### config.mk
export PLATFORM = sky130hd
export DESIGN_NAME = interleaved_rtp_deframer
export DESIGN_NICKNAME = d
export VERILOG_FILES = /design/src/design/irdf_pkg.sv /design/src/design/interleaved_rtp_deframer.sv /design/src/design/irdf_front.sv /design/src/design/irdf_queue.sv
export VERILOG_INCLUDE_DIRS = /design/src /design/src/design
export SDC_FILE = /design/constraint.sdc
export NUM_CORES = 1
export LEC_CHECK = 0
export BUFFER_PORTS_ARGS = -buffer_cell sky130_fd_sc_hd__buf_2
export CAP_MARGIN = 20
export CORE_MARGIN = 3
export CORE_UTILIZATION = 38
export CTS_CLUSTER_SIZE = 10
export DETAILED_ROUTE_END_ITERATION = 8
export PLACE_DENSITY_LB_ADDON = 0.05
export SKIP_LAST_GASP = 1
export SYNTH_ARGS = -nofsm -noshare
export SYNTH_HDL_FRONTEND = slang
export SYNTH_SLANG_ARGS = --single-unit
### constraint.sdc
create_clock -name clk -period 4.45 [get_ports clk]
set_clock_uncertainty 0.05 [all_clocks]
set_input_delay 0.445 -clock clk [delete_from_list [all_inputs] [get_ports clk]]
set_output_delay 0.445 -clock clk [all_outputs]
set_load 0.02 [all_outputs]
### src/design/interleaved_rtp_deframer_macros.svh
// ----------------------------------------------------------------------------
// Interleaved RTP deframer assertion macros
// Shared concurrent assertion forms used by the deframer modules.
// ----------------------------------------------------------------------------
`ifndef INTERLEAVED_RTP_DEFRAMER_MACROS_SVH
`define INTERLEAVED_RTP_DEFRAMER_MACROS_SVH

// Check that cons holds in the same cycle as ante.
`define IRDF_ASSERT_SAME(label, clk, rst_n, ante, cons, msg) \
    label: assert property (@(posedge clk) disable iff (!rst_n) (ante) |-> (cons)) \
        else $error(msg);

// Check that cons holds in the cycle after ante.
`define IRDF_ASSERT_NEXT(label, clk, rst_n, ante, cons, msg) \
    label: assert property (@(posedge clk) disable iff (!rst_n) (ante) |=> (cons)) \
        else $error(msg);

`endif

### src/design/irdf_pkg.sv
// ----------------------------------------------------------------------------
// Interleaved RTP deframer package
// Types, codes and constants shared by the deframer modules.
// ----------------------------------------------------------------------------
package irdf_pkg;

    localparam int QUEUE_DEPTH = 4;
    localparam int ADDR_W      = 4;
    localparam int DATA_W      = 32;

    localparam logic [18:0] RTP_FIXED_HEADER_BYTES = 19'd12;

    localparam logic [7:0] CH_DOLLAR = 8'h24;
    localparam logic [7:0] CH_CR     = 8'h0D;
    localparam logic [7:0] CH_LF     = 8'h0A;

    // Register indexes (byte address / 4)
    localparam logic [1:0] REG_BC_ENABLED = 2'd0;
    localparam logic [1:0] REG_BC_CHANNEL = 2'd1;
    localparam logic [1:0] REG_MAX_HEADER = 2'd2;

    localparam logic       RST_BC_ENABLED = 1'b0;
    localparam logic [7:0] RST_BC_CHANNEL = 8'd4;
    localparam logic [13:0] RST_MAX_HEADER = 14'd8192;

    typedef enum logic [2:0] {
        PH_IDLE,
        PH_CHAN,
        PH_LEN_HI,
        PH_LEN_LO,
        PH_BODY,
        PH_HEADER
    } phase_t;

    typedef enum logic [1:0] {
        TP_NONE,
        TP_CR,
        TP_CRLF,
        TP_CRLFCR
    } term_t;

    typedef enum logic [1:0] {
        KIND_AUDIO,
        KIND_TEXT,
        KIND_ERROR
    } kind_t;

    typedef struct packed {
        logic [7:0] data;
        kind_t      kind;
        logic       last;
    } result_t;

    typedef struct packed {
        logic    valid;
        result_t res;
    } push_t;

    typedef struct packed {
        logic        enabled;
        logic [7:0]  channel;
        logic [13:0] max_hdr;
    } cfg_t;

endpackage

### src/design/interleaved_rtp_deframer.sv
// ----------------------------------------------------------------------------
// Interleaved RTP deframer
// Splits an RTSP control byte stream into backchannel audio and request text.
// ----------------------------------------------------------------------------
// Usage:
//   rx channel (rx_valid / rx_stall / rx_byte) takes one connection byte per
//   request. res channel (res_valid / res_stall / out_byte, out_kind,
//   last_of_item) delivers zero or one result per byte, in order.
//   Configuration goes through the APB-style port: enable at 0x0, channel at
//   0x4, header limit at 0x8; write only while the block is idle.
// Latency and throughput: a byte is parsed in the cycle it is accepted; if
//   the queue holds no older result, its result is visible on res_valid the
//   next cycle. One byte per cycle is taken while the queue is not full: the
//   parser state updates per byte; results pass a queue of QUEUE_DEPTH entries.
// Stall behavior: when the receiver holds res_stall, results pile up in the
//   queue; rx_stall rises only once the queue is full and drops as soon as
//   one entry drains.
// Reset: rst_n clears the parser to the item boundary, empties the queue,
//   revives a dead connection and loads the register reset values.
// ----------------------------------------------------------------------------
module interleaved_rtp_deframer
#(
    parameter int QUEUE_DEPTH = irdf_pkg::QUEUE_DEPTH
)
(
    input  logic                        clk,
    input  logic                        rst_n,
    // Configuration port
    input  logic                        psel,
    input  logic                        penable,
    input  logic                        pwrite,
    input  logic [irdf_pkg::ADDR_W-1:0] paddr,
    input  logic [irdf_pkg::DATA_W-1:0] pwdata,
    output logic [irdf_pkg::DATA_W-1:0] prdata,
    output logic                        pready,
    // Byte input channel
    input  logic                        rx_valid,
    output logic                        rx_stall,
    input  logic [7:0]                  rx_byte,
    // Result channel
    output logic                        res_valid,
    input  logic                        res_stall,
    output logic [7:0]                  out_byte,
    output logic [1:0]                  out_kind,
    output logic                        last_of_item
);

    logic              enabled_reg, enabled_next;
    logic [7:0]        channel_reg, channel_next;
    logic [13:0]       max_hdr_reg, max_hdr_next;
    logic [1:0]        reg_index;
    logic              cfg_write;

    irdf_pkg::cfg_t    cfg;
    irdf_pkg::push_t   push;
    irdf_pkg::result_t head;
    logic              q_full;
    logic              accept;
    logic              pop;

    // Register file: the word index picks the register, others are ignored
    assign pready    = 1'b1;
    assign reg_index = paddr[3:2];
    assign cfg_write = psel && penable && pwrite && pready;

    always_comb
    begin
        enabled_next = enabled_reg;
        channel_next = channel_reg;
        max_hdr_next = max_hdr_reg;
        if (cfg_write)
        begin
            case (reg_index)
                irdf_pkg::REG_BC_ENABLED: enabled_next = pwdata[0];
                irdf_pkg::REG_BC_CHANNEL: channel_next = pwdata[7:0];
                irdf_pkg::REG_MAX_HEADER: max_hdr_next = pwdata[13:0];
                default:                  enabled_next = enabled_reg;
            endcase
        end
    end

    always_comb
    begin
        case (reg_index)
            irdf_pkg::REG_BC_ENABLED: prdata = {31'd0, enabled_reg};
            irdf_pkg::REG_BC_CHANNEL: prdata = {24'd0, channel_reg};
            irdf_pkg::REG_MAX_HEADER: prdata = {18'd0, max_hdr_reg};
            default:                  prdata = '0;
        endcase
    end

    always_ff @(posedge clk or negedge rst_n)
    begin
        if (!rst_n)
        begin
            enabled_reg <= irdf_pkg::RST_BC_ENABLED;
            channel_reg <= irdf_pkg::RST_BC_CHANNEL;
            max_hdr_reg <= irdf_pkg::RST_MAX_HEADER;
        end
        else
        begin
            enabled_reg <= enabled_next;
            channel_reg <= channel_next;
            max_hdr_reg <= max_hdr_next;
        end
    end

    assign cfg.enabled = enabled_reg;
    assign cfg.channel = channel_reg;
    assign cfg.max_hdr = max_hdr_reg;

    // Hold the input off only when the queue has no room
    assign rx_stall = q_full;
    assign accept   = rx_valid && !rx_stall;
    assign pop      = res_valid && !res_stall;

    irdf_front u_front
    (
        .clk     (clk),
        .rst_n   (rst_n),
        .accept  (accept),
        .rx_byte (rx_byte),
        .cfg     (cfg),
        .push    (push)
    );

    irdf_queue
    #(
        .DEPTH (QUEUE_DEPTH)
    )
    u_queue
    (
        .clk       (clk),
        .rst_n     (rst_n),
        .push      (push),
        .pop       (pop),
        .full      (q_full),
        .out_valid (res_valid),
        .out_data  (head)
    );

    assign out_byte     = head.data;
    assign out_kind     = head.kind;
    assign last_of_item = head.last;

endmodule

### src/design/irdf_front.sv
// ----------------------------------------------------------------------------
// Interleaved RTP deframer front end
// Parses one accepted byte per cycle and pushes at most one result.
// ----------------------------------------------------------------------------
`include "interleaved_rtp_deframer_macros.svh"

module irdf_front
(
    input  logic                 clk,
    input  logic                 rst_n,
    input  logic                 accept,
    input  logic [7:0]           rx_byte,
    input  irdf_pkg::cfg_t       cfg,
    output irdf_pkg::push_t      push
);

    irdf_pkg::phase_t phase_reg, phase_next;
    logic [15:0]      length_reg, length_next;
    logic [15:0]      pos_reg, pos_next;
    logic             match_reg, match_next;
    logic [18:0]      offset_reg, offset_next;
    logic             ext_reg, ext_next;
    logic [7:0]       ext_hi_reg, ext_hi_next;
    irdf_pkg::term_t  term_reg, term_next;
    logic [13:0]      hdr_cnt_reg, hdr_cnt_next;
    logic             dead_reg, dead_next;

    // Header terminator tracking, shared by the idle and header phases
    irdf_pkg::term_t  tp_in, tp_new;
    logic [13:0]      cnt_in;
    logic             hdr_done;

    // Frame body helpers
    logic             body_last;
    logic [19:0]      pos_wide;
    logic [19:0]      off_plus2, off_plus3;
    logic [15:0]      ext_words;
    logic [15:0]      length_lo;

    always_comb
    begin
        tp_in  = (phase_reg == irdf_pkg::PH_IDLE) ? irdf_pkg::TP_NONE : term_reg;
        cnt_in = (phase_reg == irdf_pkg::PH_IDLE) ? 14'd0 : hdr_cnt_reg;
        hdr_done = 1'b0;
        if (rx_byte == irdf_pkg::CH_CR)
        begin
            tp_new = (tp_in == irdf_pkg::TP_CRLF) ? irdf_pkg::TP_CRLFCR : irdf_pkg::TP_CR;
        end
        else if (rx_byte == irdf_pkg::CH_LF)
        begin
            if (tp_in == irdf_pkg::TP_CR)
            begin
                tp_new = irdf_pkg::TP_CRLF;
            end
            else if (tp_in == irdf_pkg::TP_CRLFCR)
            begin
                tp_new   = tp_in;
                hdr_done = 1'b1;
            end
            else
            begin
                tp_new = irdf_pkg::TP_NONE;
            end
        end
        else
        begin
            tp_new = irdf_pkg::TP_NONE;
        end
    end

    assign pos_wide  = {4'd0, pos_reg};
    assign off_plus2 = {1'b0, offset_reg} + 20'd2;
    assign off_plus3 = {1'b0, offset_reg} + 20'd3;
    assign ext_words = {ext_hi_reg, rx_byte};
    assign length_lo = {length_reg[15:8], rx_byte};
    assign body_last = ({1'b0, pos_reg} + 17'd1) >= {1'b0, length_reg};

    always_comb
    begin
        phase_next   = phase_reg;
        length_next  = length_reg;
        pos_next     = pos_reg;
        match_next   = match_reg;
        offset_next  = offset_reg;
        ext_next     = ext_reg;
        ext_hi_next  = ext_hi_reg;
        term_next    = term_reg;
        hdr_cnt_next = hdr_cnt_reg;
        dead_next    = dead_reg;
        push         = '0;

        if (accept && !dead_reg)
        begin
            case (phase_reg)
                irdf_pkg::PH_IDLE,
                irdf_pkg::PH_HEADER:
                begin
                    if ((phase_reg == irdf_pkg::PH_IDLE) && (rx_byte == irdf_pkg::CH_DOLLAR))
                    begin
                        phase_next = irdf_pkg::PH_CHAN;
                    end
                    else if (hdr_done)
                    begin
                        phase_next    = irdf_pkg::PH_IDLE;
                        term_next     = irdf_pkg::TP_NONE;
                        hdr_cnt_next  = 14'd0;
                        push.valid    = 1'b1;
                        push.res.data = rx_byte;
                        push.res.kind = irdf_pkg::KIND_TEXT;
                        push.res.last = 1'b1;
                    end
                    else if (cnt_in >= cfg.max_hdr)
                    begin
                        // Oversized header: flag and go dead
                        dead_next     = 1'b1;
                        phase_next    = irdf_pkg::PH_IDLE;
                        term_next     = tp_new;
                        hdr_cnt_next  = cnt_in;
                        push.valid    = 1'b1;
                        push.res.data = 8'd0;
                        push.res.kind = irdf_pkg::KIND_ERROR;
                        push.res.last = 1'b0;
                    end
                    else
                    begin
                        phase_next    = irdf_pkg::PH_HEADER;
                        term_next     = tp_new;
                        hdr_cnt_next  = cnt_in + 14'd1;
                        push.valid    = 1'b1;
                        push.res.data = rx_byte;
                        push.res.kind = irdf_pkg::KIND_TEXT;
                        push.res.last = 1'b0;
                    end
                end
                irdf_pkg::PH_CHAN:
                begin
                    match_next = cfg.enabled && (rx_byte == cfg.channel);
                    phase_next = irdf_pkg::PH_LEN_HI;
                end
                irdf_pkg::PH_LEN_HI:
                begin
                    length_next = {rx_byte, 8'd0};
                    phase_next  = irdf_pkg::PH_LEN_LO;
                end
                irdf_pkg::PH_LEN_LO:
                begin
                    length_next = length_lo;
                    pos_next    = 16'd0;
                    offset_next = irdf_pkg::RTP_FIXED_HEADER_BYTES;
                    ext_next    = 1'b0;
                    ext_hi_next = 8'd0;
                    phase_next  = (length_lo == 16'd0) ? irdf_pkg::PH_IDLE : irdf_pkg::PH_BODY;
                end
                irdf_pkg::PH_BODY:
                begin
                    if (match_reg)
                    begin
                        if (pos_reg == 16'd0)
                        begin
                            offset_next = irdf_pkg::RTP_FIXED_HEADER_BYTES
                                        + {13'd0, rx_byte[3:0], 2'b00};
                            ext_next    = rx_byte[4];
                        end
                        else if (ext_reg)
                        begin
                            if (pos_wide == off_plus2)
                            begin
                                ext_hi_next = rx_byte;
                            end
                            else if (pos_wide == off_plus3)
                            begin
                                offset_next = offset_reg + 19'd4 + {1'b0, ext_words, 2'b00};
                                ext_next    = 1'b0;
                            end
                        end
                        else if ({3'd0, pos_reg} >= offset_reg)
                        begin
                            push.valid    = 1'b1;
                            push.res.data = rx_byte;
                            push.res.kind = irdf_pkg::KIND_AUDIO;
                            push.res.last = body_last;
                        end
                    end
                    if (body_last)
                    begin
                        phase_next = irdf_pkg::PH_IDLE;
                        pos_next   = 16'd0;
                    end
                    else
                    begin
                        pos_next = pos_reg + 16'd1;
                    end
                end
                default:
                begin
                    phase_next = irdf_pkg::PH_IDLE;
                end
            endcase
        end
    end

    always_ff @(posedge clk or negedge rst_n)
    begin
        if (!rst_n)
        begin
            phase_reg   <= irdf_pkg::PH_IDLE;
            length_reg  <= 16'd0;
            pos_reg     <= 16'd0;
            match_reg   <= 1'b0;
            offset_reg  <= irdf_pkg::RTP_FIXED_HEADER_BYTES;
            ext_reg     <= 1'b0;
            ext_hi_reg  <= 8'd0;
            term_reg    <= irdf_pkg::TP_NONE;
            hdr_cnt_reg <= 14'd0;
            dead_reg    <= 1'b0;
        end
        else
        begin
            phase_reg   <= phase_next;
            length_reg  <= length_next;
            pos_reg     <= pos_next;
            match_reg   <= match_next;
            offset_reg  <= offset_next;
            ext_reg     <= ext_next;
            ext_hi_reg  <= ext_hi_next;
            term_reg    <= term_next;
            hdr_cnt_reg <= hdr_cnt_next;
            dead_reg    <= dead_next;
        end
    end

    `IRDF_ASSERT_SAME(a_dead_silent, clk, rst_n, dead_reg, !push.valid, "result after dead")
    `IRDF_ASSERT_SAME(a_body_nonzero, clk, rst_n, phase_reg == irdf_pkg::PH_BODY, length_reg != 16'd0, "body phase with zero length")

endmodule

### src/design/irdf_queue.sv
// ----------------------------------------------------------------------------
// Interleaved RTP deframer result queue
// Small FIFO that decouples the parser from the result channel.
// ----------------------------------------------------------------------------
`include "interleaved_rtp_deframer_macros.svh"

module irdf_queue
#(
    parameter int DEPTH = irdf_pkg::QUEUE_DEPTH
)
(
    input  logic              clk,
    input  logic              rst_n,
    input  irdf_pkg::push_t   push,
    input  logic              pop,
    output logic              full,
    output logic              out_valid,
    output irdf_pkg::result_t out_data
);

    localparam int PTR_W = (DEPTH > 1) ? $clog2(DEPTH) : 1;
    localparam int CNT_W = $clog2(DEPTH + 1);

    irdf_pkg::result_t entries_reg [DEPTH];
    logic [PTR_W-1:0]  wr_ptr_reg, wr_ptr_next;
    logic [PTR_W-1:0]  rd_ptr_reg, rd_ptr_next;
    logic [CNT_W-1:0]  count_reg, count_next;
    logic              do_pop;

    assign full      = (count_reg == CNT_W'(DEPTH));
    assign out_valid = (count_reg != '0);
    assign out_data  = entries_reg[rd_ptr_reg];
    assign do_pop    = pop && out_valid;

    always_comb
    begin
        wr_ptr_next = wr_ptr_reg;
        rd_ptr_next = rd_ptr_reg;
        count_next  = count_reg;
        if (push.valid)
        begin
            wr_ptr_next = (wr_ptr_reg == PTR_W'(DEPTH - 1)) ? '0 : wr_ptr_reg + PTR_W'(1);
        end
        if (do_pop)
        begin
            rd_ptr_next = (rd_ptr_reg == PTR_W'(DEPTH - 1)) ? '0 : rd_ptr_reg + PTR_W'(1);
        end
        if (push.valid && !do_pop)
        begin
            count_next = count_reg + CNT_W'(1);
        end
        else if (!push.valid && do_pop)
        begin
            count_next = count_reg - CNT_W'(1);
        end
    end

    always_ff @(posedge clk)
    begin
        if (push.valid)
        begin
            entries_reg[wr_ptr_reg] <= push.res;
        end
    end

    always_ff @(posedge clk or negedge rst_n)
    begin
        if (!rst_n)
        begin
            wr_ptr_reg <= '0;
            rd_ptr_reg <= '0;
            count_reg  <= '0;
        end
        else
        begin
            wr_ptr_reg <= wr_ptr_next;
            rd_ptr_reg <= rd_ptr_next;
            count_reg  <= count_next;
        end
    end

    `IRDF_ASSERT_SAME(a_count_bound, clk, rst_n, 1'b1, count_reg <= CNT_W'(DEPTH), "queue count overflow")
    `IRDF_ASSERT_NEXT(a_count_drain, clk, rst_n, do_pop && !push.valid, count_reg == $past(count_reg) - CNT_W'(1), "queue count did not drop on pop")

endmodule

Word level (Yosys, flattened, before mapping)
Memories as Yosys holds them, arrays and structs flattened.
Index checks and enable logic that the tools add are counted.
Storage, ports and cells
  memory bits (writable): 44
  memories kept: 1
  bits in registers: 111
  logic and storage cells: 156
  output and inout bits: 46
Operators by class
  bitwise gates (word level): 3
  equality and inequality tests: 27
  multiplexer cells: 56
  magnitude comparators: 3
  reductions and logical operators: 37
  $add $sub $neg: 12
Memory list
  u_queue.entries_reg: words 4, bits a word 11, rd ports 1, clocked after Yosys merged registers in 0, wr ports 1, line irdf_queue.sv:24  | irdf_pkg::result_t entries_reg [DEPTH];
Operator list (number)
  $mux 19: 5
  $mux 12: 7
  $pmux 16 s2: 2
  $mux 14: 3
  $pmux 14 s3: 1
  $add 19x2->20 const B: 2
  $eq 16x20->1: 2
  $pmux 19 s2: 1
  $logic_not 16->1: 2
  $mux 8: 4
  $pmux 12 s2: 1
  $mux 3: 7
  $add 19x18->19: 1
  $add 19x3->19 const B: 1
  $ge 16x19->1: 1
  $mux 2: 9
  $add 16x1->17 const B: 1
  $ge 17x16->1: 1
  $add 16x1->16 const B: 1
  $eq 8x4->1 const B: 2
  $mux 16: 1
  $pmux 8 s2: 1
  $pmux 3 s5: 1
  $add 14x1->14 const B: 1
  other kinds (31): 80

Logic depth before layout (Yosys ltp)
  word-level depth: 15
  gate-level depth with buffers: 16
  mapped depth without buffers: 14

Modules after synthesis
Synthesis repeated with hierarchy kept, for this count alone.
Second synthesis, totals
  cell total of the unflattened synthesis: 976
  area, all modules: 9840.7 um^2
By module, submodules not included
  irdf_front: area each 6611.3 um^2, times used 1, cells an instance 788
  irdf_queue: area each 2025.7 um^2, times used 1, cells an instance 94
  interleaved_rtp_deframer: area each 1203.7 um^2, times used 1, cells an instance 94

Worst setup path after synthesis
OpenSTA, ideal clock, no wires.
  kind: flip-flop to flip-flop
  start point: reg u_front.phase_reg[1]
  end point: reg u_front.hdr_cnt_reg[12]
  buffers on the path: 4
  path slack: 1.232 ns
  clock period less this slack: 3.218 ns
  cell stages (with the launch flop): 14
  arrival time: 3.039 ns
  library setup time: 0.129 ns
  required time: 4.271 ns
  cell sequence: dfrtp_1 buf_2 or3_4 clkbuf_1 and2_1 ha_1 a2111o_1 o211ai_1 and2_1 buf_2 clkbuf_1 a31oi_1 o21ai_0 o21ai_0
On the way
  cells in the longest elaborated chain, start to end: 8
RTL lines
  from (decl): line irdf_front.sv:17  | irdf_pkg::phase_t phase_reg, phase_next;
  from (signal assigned): line irdf_front.sv:206  | phase_reg <= irdf_pkg::PH_IDLE;
  from (signal assigned): line irdf_front.sv:219  | phase_reg <= phase_next;
  branches (longest 8 deep; another with $add 14x1->14)
  to (signal assigned): line irdf_front.sv:227  | hdr_cnt_reg <= hdr_cnt_next;
  to (decl): line irdf_front.sv:25  | logic [13:0] hdr_cnt_reg, hdr_cnt_next;
Several ways; the timed one is not identified.
A chain may end at the register's enable or synchronous reset.

==> flow_summary.ini <==
[layout]
final_core_util = 0.437
syn_to_final_growth_pct = 11.5
finalInstanceArea_mm2 = 0.0107
post_layout_nonfiller_instances = 1329
layout.nets = 1135
antenna_cells = 0
drive_above_1_share = 0.149
largest_reg_flops = 44

[placed_design]
gp_congestion = 0.795
dp_hpwl_um = 17100
placed_area_mm2 = 0.0101
numPortBuffers = 57
place_inst = 1296

[flow_run]
maxCapViolCount = 0

[power]
power_uw = 5780
ir_drop_uv = 297
power_density_mw_per_mm2 = 538
p_leak_uw = 0.00483

[detailed_routing]
initialDrtViolationCount = 333
ant_nets = 0
routedWlPerCell_um = 17.8
num_vias = 6948
drc = 0
firstDrtPassIters = 5
wirelength_um = 23700
vias_per_cell = 5.23

[worst_setup_path]
crit_path_start_kind = register
critPathRequiredTime_ns = 4.75
reg2regPathDepth = 15
cp-startpoint = u_front.pos_reg[0]$_DFFE_PN0P_
reg2reg_from = u_front.pos_reg[0]$_DFFE_PN0P_
worstSetupPathType = reg -> reg
cp-end-kind = register
critPathBufInv = 3
arrival_ns = 3.97
slowest_delay_ns = 0.42
worst_path_max_delay_cell = dfrtp_1
endpoint = u_queue.count_reg[2]$_DFFE_PN0P_
worst-r2r-setup-slack_ns = 0.78
path_cells = inv_1, ha_1, nor4b_1, nand4_1, buf_4, nand2_1, nor4b_1, o211ai_1, a21oi_2, ha_1, inv_1, fa_1, xor2_1, nor2_1, xor2_1
crit_cells = 15
cp_top_family = simple AND/OR/NAND/NOR gates
cp_max_fo = 14
rr_endpoint = u_queue.count_reg[2]$_DFFE_PN0P_

[die]
rows = 57
die_h_um = 165
ioPinCount = 97
coreArea_mm2 = 0.0246
die_x_um = 165
dieArea_mm2 = 0.0273
initial_core_util = 0.392

[timing]
slew_violations = 0
rsz0062_at_grt = no
hold_violations = 0
finalSetupViolCount = 0
slew_headroom = 0.279
fin_setup_tns_ns = 0
fin_crit_ns = 3.67
max_freq_mhz = 273
tightest_slew_ns = 1.08
fin_crit_sh = 0.824

[cts]
clk_path_buf_depth = 2
root_buffer = clkbuf_16
htree_levels = 4
cts_tree = done
hold_buffers = 0
cts_sinks = 153
clk_latency_ns = 0.43
cts_resized = 0
cts-buffers-inserted = 17
cts_setup_buffers = 0
clk_pin_slew_ns = 0.07

[outcome]
status = finished, final reports clean

[logic_synthesis]
ys_seq_area_frac = 0.421
synth_ff_type = dfrtp_1
syn_inst = 948
yosysTopAreaCellShare = 0.273
yosys-top-cells-count = dfrtp_1, ha_1, nand2_1
synth_edf_count = 44
syn_area_per_cell_um2 = 10.2
yosys_register_bits = 153
synth.most_common_cell = dfrtp_1
async_reset_ff_frac = 0.712
ys_warn_count = 0
synth_area_leader_cell = dfrtp_1
synthTopCellsByArea = dfrtp_1, edfxtp_1, ha_1, o21ai_0, a22o_1
synth.distinct_cells = 71
syn_area_mm2 = 0.00964

[global_routing]
grt.total_usage = 0.182
overflow = 0
grt_first_pass_wirelength_um = 38200
first_global_vias = 6834
grt_max_degree = 58
antenna_found_initial = 0

[hold_path]
hp-class = in -> async
layout make-up:
type,instances,area [µm²]
sequential,153,4050
clock inverter,15,203
tap,324,405
inverter,74,278
timing repair buffer,66,355
clock buffer,17,425
fill,2452,13900
multi-input combinational,680,5020
cells in the final DEF (no fill, tap or decap), types with 6 or more instances in the layout:
cell type	Yosys	routed
a21oi_1	39	39
mux4_2	11	11
inv_1	73	73
nor2_1	37	37
o21ai_0	74	74
dfrtp_1	105	105
nand4_1	15	15
mux2_2	17	17
ha_1	90	90
buf_2	12	56
xnor2_1	37	37
nor4_1	6	6
and3_1	10	10
a31oi_1	9	9
clkbuf_16	0	17
and2_1	33	33
nand2_1	79	79
mux2i_1	13	13
conb_1	2	19
xor2_1	12	12
nor3_1	16	15
a22o_1	39	39
nand3_1	20	20
buf_4	21	10
nor2b_1	13	13
edfxtp_1	44	44
clkinv_8	0	6
kinds of logic (layout without fill, tap and decap cells):
family                   count (synthesis)  count (layout)  share of synthesized area
buffers and inverters                  132             172                     0.0659
flip-flops                             153             153                      0.421
XOR/XNOR                                50              50                     0.0462
AND/OR/NAND/NOR                        270             270                      0.148
other                                    2              19                   0.000779
multiplexers                            41              41                     0.0591
adder cells (fa/ha/maj)                 92              92                      0.121
AO/OA/AOI/OAI                          208             208                      0.138
metrics by stage:
step | hold WS [ns] | setup WS [ns]
detailed placement | 0.405 | 0.790
global placement | 0.398 | 0.848
CTS | 0.0735 | 0.757
finish | 0.0473 | 0.782
global route | 0.112 | 0.393
floorplan | 0.0994 | 1.23
power by group:
part | switching [µW] | total [µW] | internal (µW)
Clock | 696 | 1510 | 814
Sequential | 342 | 2120 | 1770
Combinational | 1200 | 2150 | 948
per-layer routing:
layer	wire length, µm	vias up	track usage	part of all wire
li1	-	3463	-	-
met1	11500	3377	0.258	0.49
met2	11300	94	0.298	0.48
met3	625	14	0.0264	0.026
met4	205	0	0.0389	0.0086
met5	0	-	0	0
worst min-delay path by stage:
stage,to,slack [ns],cells past startpoint,from
CTS,u_queue.rd_ptr_reg[0]$_DFFE_PN0P_,0.07,1,rst_n
finish,u_queue.rd_ptr_reg[0]$_DFFE_PN0P_,0.05,1,rst_n
detailed placement,u_front.dead_reg$_DFFE_PN0P_,0.41,1,u_front.dead_reg$_DFFE_PN0P_
global route,u_queue.rd_ptr_reg[0]$_DFFE_PN0P_,0.11,1,rst_n
global placement,u_front.dead_reg$_DFFE_PN0P_,0.40,1,u_front.dead_reg$_DFFE_PN0P_
floorplan,channel_reg[0]$_DFFE_PN0P_,0.1,0,rst_n
No activity file was read; power rests on OpenSTA's default activity.
